--- src/rtl/core/spd_pkg.sv ---
// ----------------------------------------------------------------------------
// spd_pkg
// Shared types and constants for the slotted page record directory.
// ----------------------------------------------------------------------------
`default_nettype none

package spd_pkg;

	localparam int PAGE_BYTES    = 4096;
	localparam int SLOT_BYTES    = 4;
	localparam int HEADER_BYTES  = 24;
	localparam int NUM_PAGES_DEF = 16;
	localparam int MAX_SLOTS_DEF = 64;

	localparam int KIND_W = 2;
	localparam int PAGE_W = 4;
	localparam int LEN_W  = 13;
	localparam int SLOT_W = 6;
	localparam int ST_W   = 2;
	localparam int OFF_W  = 12;

	localparam logic [KIND_W-1:0] KIND_INSERT = 2'd0;
	localparam logic [KIND_W-1:0] KIND_DELETE = 2'd1;
	localparam logic [KIND_W-1:0] KIND_LOOKUP = 2'd2;

	localparam logic [ST_W-1:0] ST_OK      = 2'd0;
	localparam logic [ST_W-1:0] ST_NOSPACE = 2'd1;
	localparam logic [ST_W-1:0] ST_BADSLOT = 2'd2;

	typedef struct packed {
		logic [KIND_W-1:0] kind;
		logic [PAGE_W-1:0] page_number;
		logic [LEN_W-1:0]  rec_len;
		logic [SLOT_W-1:0] slot_index;
	} req_word_t;

	typedef struct packed {
		logic [ST_W-1:0]   status;
		logic [SLOT_W-1:0] slot_out;
		logic [OFF_W-1:0]  record_offset;
		logic [LEN_W-1:0]  record_bytes;
	} rsp_word_t;

	typedef struct packed {
		logic [LEN_W-1:0] lower;
		logic [LEN_W-1:0] upper;
	} hdr_t;

	typedef struct packed {
		logic             gone;
		logic [LEN_W-1:0] length;
		logic [OFF_W-1:0] offset;
	} slot_ent_t;

	localparam hdr_t HDR_RESET = '{
		lower: LEN_W'(HEADER_BYTES),
		upper: LEN_W'(PAGE_BYTES)
	};

endpackage

`default_nettype wire

--- src/rtl/core/spd_hdr_store.sv ---
// ----------------------------------------------------------------------------
// spd_hdr_store
// Per-page header memory (bounds and slot count) with per-page valid bits;
// a page never written reads back as a fresh page.
// ----------------------------------------------------------------------------
`default_nettype none

module spd_hdr_store #(
	parameter int NUM_PAGES = spd_pkg::NUM_PAGES_DEF,
	parameter int MAX_SLOTS = spd_pkg::MAX_SLOTS_DEF,
	localparam int PW = (NUM_PAGES > 1) ? $clog2(NUM_PAGES) : 1,
	localparam int CW = $clog2(MAX_SLOTS + 1)
) (
	input  wire logic          clk,
	input  wire logic          arst_n,
	input  wire logic          rd_en,
	input  wire logic [PW-1:0] rd_page,
	input  wire logic          wr_en,
	input  wire logic [PW-1:0] wr_page,
	input  wire spd_pkg::hdr_t wr_hdr,
	input  wire logic [CW-1:0] wr_count,
	output spd_pkg::hdr_t      rd_hdr,
	output logic [CW-1:0]      rd_count
);
	import spd_pkg::*;

	hdr_t              hdr_mem_q [NUM_PAGES];
	logic [CW-1:0]     cnt_mem_q [NUM_PAGES];
	logic [NUM_PAGES-1:0] vld_q;
	hdr_t              rd_hdr_q;
	logic [CW-1:0]     rd_cnt_q;
	logic              rd_vld_q;

	always_ff @(posedge clk) begin
		if (wr_en) begin
			hdr_mem_q[wr_page] <= wr_hdr;
			cnt_mem_q[wr_page] <= wr_count;
		end
		if (rd_en) begin
			rd_hdr_q <= hdr_mem_q[rd_page];
			rd_cnt_q <= cnt_mem_q[rd_page];
		end
	end

	always_ff @(posedge clk or negedge arst_n) begin
		if (!arst_n) begin
			vld_q    <= '0;
			rd_vld_q <= 1'b0;
		end else begin
			if (wr_en) begin
				vld_q[wr_page] <= 1'b1;
			end
			if (rd_en) begin
				rd_vld_q <= vld_q[rd_page];
			end
		end
	end

	assign rd_hdr   = rd_vld_q ? rd_hdr_q : HDR_RESET;
	assign rd_count = rd_vld_q ? rd_cnt_q : '0;

endmodule

`default_nettype wire

--- config.mk ---
export PLATFORM = sky130hd
export DESIGN_NAME = spd_hdr_store
export DESIGN_NICKNAME = d
export VERILOG_FILES = /design/src/rtl/core/spd_pkg.sv /design/src/rtl/core/spd_hdr_store.sv
export SDC_FILE = /design/constraint.sdc
export NUM_CORES = 1
export LEC_CHECK = 0
export CAP_MARGIN = 40
export CORE_MARGIN = 8
export CORE_UTILIZATION = 55
export CTS_BUF_LIST = sky130_fd_sc_hd__clkbuf_8
export CTS_CLUSTER_DIAMETER = 40
export DETAILED_ROUTE_END_ITERATION = 10
export DONT_BUFFER_PORTS = 1
export PLACE_DENSITY = 0.7
export SLEW_MARGIN = 20
export SYNTH_ARGS = -nofsm -noshare
export SYNTH_HDL_FRONTEND = slang
export SYNTH_SLANG_ARGS = --single-unit
--- constraint.sdc ---
create_clock -name clk -period 1.7 [get_ports clk]
set_input_delay 0.085 -clock clk [delete_from_list [all_inputs] [get_ports clk]]
set_output_delay 0.085 -clock clk [all_outputs]
set_load 0.02 [all_outputs]
Word-level counts from Yosys, hierarchy flattened
Memory sizes are Yosys's and may differ from the RTL's. A register that Yosys moved wholly into a read port is not among the register bits. Cells that the tools add are included. W data, S select, Z words.

Multiplexer cells: 8. Magnitude comparators: 3. Bitwise logic cells: 1. Reduce and logical (&&, ||, !) cells: 1.

Operator list (number): $mux W26 (1); $or A16 B16 Y16 (1); $lt A4 B5 Y1 const B (2); $mux W7 (1); $bmux W1 S4 (1); $demux W1 S4 (1); $ge A4 B1 Y1 const B (1); $mux W1 (4); $logic_and A1 B1 Y1 (1).

Memories kept: 2. Input bits: 45. Memory bits (writable): 528. Flip-flop bits (word level): 17. Word-level logic and storage cells: 17.

Memories: hdr_mem_q (words 16, bits a word 26, read ports 1, clocked after Yosys merged registers in 1, wr ports 1, line spd_hdr_store.sv:27) `hdr_t hdr_mem_q [NUM_PAGES];`; cnt_mem_q (words 16, bits a word 7, read ports 1, clocked after Yosys merged registers in 1, wr ports 1, line spd_hdr_store.sv:28) `logic [CW-1:0] cnt_mem_q [NUM_PAGES];`.

Longest topological paths before layout
Depth in word-level cells: 5. Depth in mapped cells: 6. Gate-level depth less buffers: 4.

Worst setup path after synthesis
No wires, ideal clock.

Path kind: input-to-reg. Start: input port wr_page[2]. End: memory cnt_mem_q[0][0] in the netlist's numbering, enable pin. Path slack: -1.592 ns. Required time: 1.234 ns. Setup time: 0.466 ns. Stages on the path: 2. Arrival time: 2.826 ns. Cell sequence: or3b_1 > nor3_1.

RTL lines: start, declared (line spd_hdr_store.sv:19) `input wire logic [PW-1:0] wr_page,`; end, declared (line spd_hdr_store.sv:28).

No word-level cell before the write port.

==> results.toml <==
[global_routing]
grt_max_degree = 137
gr-total-overflow = 0
track_usage_pct = 19.39
grt_first_pass_wirelength_mm = 65.83
antenna_found_initial = 2
grt_pass1_vias = 10010

[power]
clock_power_share_pct = 36.8
sequentialPowerShare_pct = 57.2
p_sw_share_pct = 21.68
internal_power_uw = 22190
vdd_ir_drop_max_uv = 547.7
p_leak_uw = 0.007885
p_per_area_nw_per_um2 = 1139
comb_power_share_pct = 6.0
p_sw_uw = 6141

[drt]
wl_mm = 44.21
drc_errors = 0
highest_layer = "met5"
drtPass1Iterations = 5
drt_iter0_markers = 1060
avgViaCountPerCell = 6.047
wl_met2_mm = 21.71
routedWlPerCell_um = 27.95
vias = 9566
met1_length_mm = 17.94
ant_nets = 0
wl_met3_mm = 3.771

[cells_and_area]
syn_to_final_growth_pct = 14.24
fin_cells = 1582
drive_gt1_share_pct = 31.94
multi_input_area_um2 = 4418
final_util_pct = 63.19
regArea_um2 = 17270
final_nets = 1029
final.fill_count = 2542

[timing]
hold_violations = 34
fin_crit_sh_pct = 96.69
setup_viol = 0
slew_headroom_pct = 63.04
worst_slew_pin_slew_ps = 552.6
finalCriticalPeriod_ps = 1644
drv_slew = 0
clock.fmax_mhz = 608.3
rsz0062_at_grt = "false"
skew_ps = 22.06
fin_ws_ps = 56.19
final.setup.tns_ps = 0
whs_ps = -226.4

[synthesis]
seq_area_frac_synth_pct = 79.32
netlist_instances = 864
synth_top_cell_area_share_pct = 77.37
syn_area_per_cell_um2 = 25.20
synth_cell_types = 19
netlist_top_cells_area = "edfxtp_1, mux4_2, dfrtp_1"
synthesis.area_um2 = 21770
synth.net_count = 909
synth_seq_cells = 578
yosysTopAreaCell = "edfxtp_1"
yosys_warnings = 0

[placed_design]
place_inst = 1378
hpwl_mm = 21.06
place.gp.congestion = 0.6897
place_worst_setup_slack_ps = 83.11
port_buffers = 0

[floorplan]
dieHeight_um = 215.0
num_rows = 73
pin_count = 78
die_area_um2 = 46210
core_um2 = 39370
start_util_pct = 55.31
die_w_um = 215.0

[cts]
cts.path.max_buffers = 3
tritoncts = "done"
htreeDepth = 3
clkTransAtPathRegs_ps = 60
cts_made_buffers = 86
clock_sinks = 578
clk_latency_ps = 620
cts_root_buf = "clkbuf_8"

[critical_path]
end_kind = "flop"
critPathLaunchType = "flop"
required_ps = 2030
crit_arrival_ps = 1980
rr_startpoint = "hdr_mem_q[14][9]"
crit_type = "reg2reg"
r2r_slack_ps = 60
worst-path-max-fanout = 1
reg2regPathDepth = 2
r2r_end = "rd_hdr_q[9]"

[run_status]
violations = "hold timing"
status = "complete, but fails checks"

[run]
drv_cap = 0

[hold_path]
min_path_type = "in2reg"
holdPathEnd = "rd_hdr_q[0]"
hp-start = "rd_page[2]"
min_path_cells = 1
==> sequential cells by signal, indices dropped and copies added, names as in the netlist <==
name and count:
hdr_mem_q 416, vld_q 16, cnt_mem_q 112, rd_hdr_q 26, rd_vld_q 1, rd_cnt_q 7
==> repair_timing <==
action | in CTS | in global routing
endpoints found under the setup margin | 13 | 0
hold buffers | 41 | 1
endpoints found under the hold margin | 757 | 51
setup buffers | 0 | 0
gates resized for setup | 16 | 0
==> worst max-delay path by stage <==
| stage | from | endpoint | slack, ps |
|---|---|---|---|
| 6_report | hdr_mem_q[14][9] | rd_hdr_q[9] | 60 |
| 5_1_grt | rd_vld_q | rd_hdr[6] | 9 |
| 4_1_cts | rd_vld_q | rd_hdr[7] | 40 |
| 3_5_place_dp | hdr_mem_q[14][9] | rd_hdr_q[9] | 80 |
| 3_3_place_gp | hdr_mem_q[11][9] | rd_hdr_q[9] | 130 |
| 2_1_floorplan | wr_page[2] | cnt_mem_q[10][0] | -460 |
==> power by group through the flow <==
stage,Combinational [µW],Sequential (µW),Clock (µW)
CTS,1740,16200,10600
global route,1820,16200,11200
floorplan,1270,16400,0
global placement,1380,16500,0
detailed placement,1390,16500,0
finish,1710,16200,10400
==> cell type report <==
cell class,instances,share of cell area [%]
sequential,578,69.44
multi-input combinational,245,17.76
clock buffer,88,4.869
timing repair buffer,73,3.717
tap,525,2.641
clock inverter,71,1.549
antenna,2,0.02012
==> synth_stat cells <==
| cell | n |
|---|---|
| nand3_1 | 1 |
| nand3b_1 | 2 |
| mux4_2 | 169 |
| buf_8 | 5 |
| dfrtp_1 | 17 |
| and2_1 | 30 |
| buf_1 | 2 |
| buf_2 | 16 |
| buf_6 | 1 |
| clkbuf_1 | 17 |
| nor2_1 | 12 |
| nand2_1 | 1 |
| mux2_2 | 1 |
| or3b_1 | 1 |
| or2_1 | 16 |
| mux2i_1 | 3 |
| nand2b_1 | 5 |
| edfxtp_1 | 561 |
| nor3_1 | 4 |
==> placed cells by master, fill, tap and decap left out, types with 2 or more instances in the layout <==
| cell | synthesis | layout |
|---|---|---|
| dlygate4sd3_1 | 0 | 40 |
| mux4_2 | 169 | 169 |
| and2_2 | 0 | 11 |
| buf_12 | 0 | 18 |
| clkbuf_8 | 0 | 88 |
| inv_1 | 0 | 33 |
| nor2_4 | 0 | 12 |
| or2_1 | 16 | 16 |
| nor3_4 | 0 | 4 |
| inv_8 | 0 | 2 |
| dfrtp_1 | 17 | 16 |
| nand2b_1 | 5 | 5 |
| buf_16 | 0 | 2 |
| mux2i_1 | 3 | 3 |
| clkinv_2 | 0 | 8 |
| inv_6 | 0 | 3 |
| and2_1 | 30 | 18 |
| clkinv_1 | 0 | 22 |
| nand3b_1 | 2 | 2 |
| buf_4 | 0 | 11 |
| bufinv_16 | 0 | 3 |
| diode_2 | 0 | 2 |
| edfxtp_1 | 561 | 561 |
==> layer usage <==
metal | vias up | global-route usage, %
met5 | - | 0
met2 | 399 | 30.67
li1 | 3972 | -
met3 | 75 | 4.607
met1 | 5118 | 27.18
met4 | 2 | 5.187
==> worst max-delay path: stages (launching register included) <==
cell      delay, ps
edfxtp_1        390
mux4_2          470
mux4_2          500
==> metrics by stage <==
stage	hold WS [ps]	area [µm²]	total power [µW]
2_1_floorplan	-210.6	21870	17710
3_3_place_gp	-206.8	22780	17850
3_5_place_dp	-206.8	22780	17890
4_1_cts	-275.9	24850	28580
5_1_grt	-266.2	24870	29300
6_report	-226.4	24870	28330
==> cells by family after synthesis <==
group	count (synthesis)	share of synthesized area [%]
DFF	578	79.32
muxes	173	17.67
and+or+nand+nor	72	1.914
buffers and inverters	41	1.092
No activity file was read; power rests on OpenSTA's default activity.
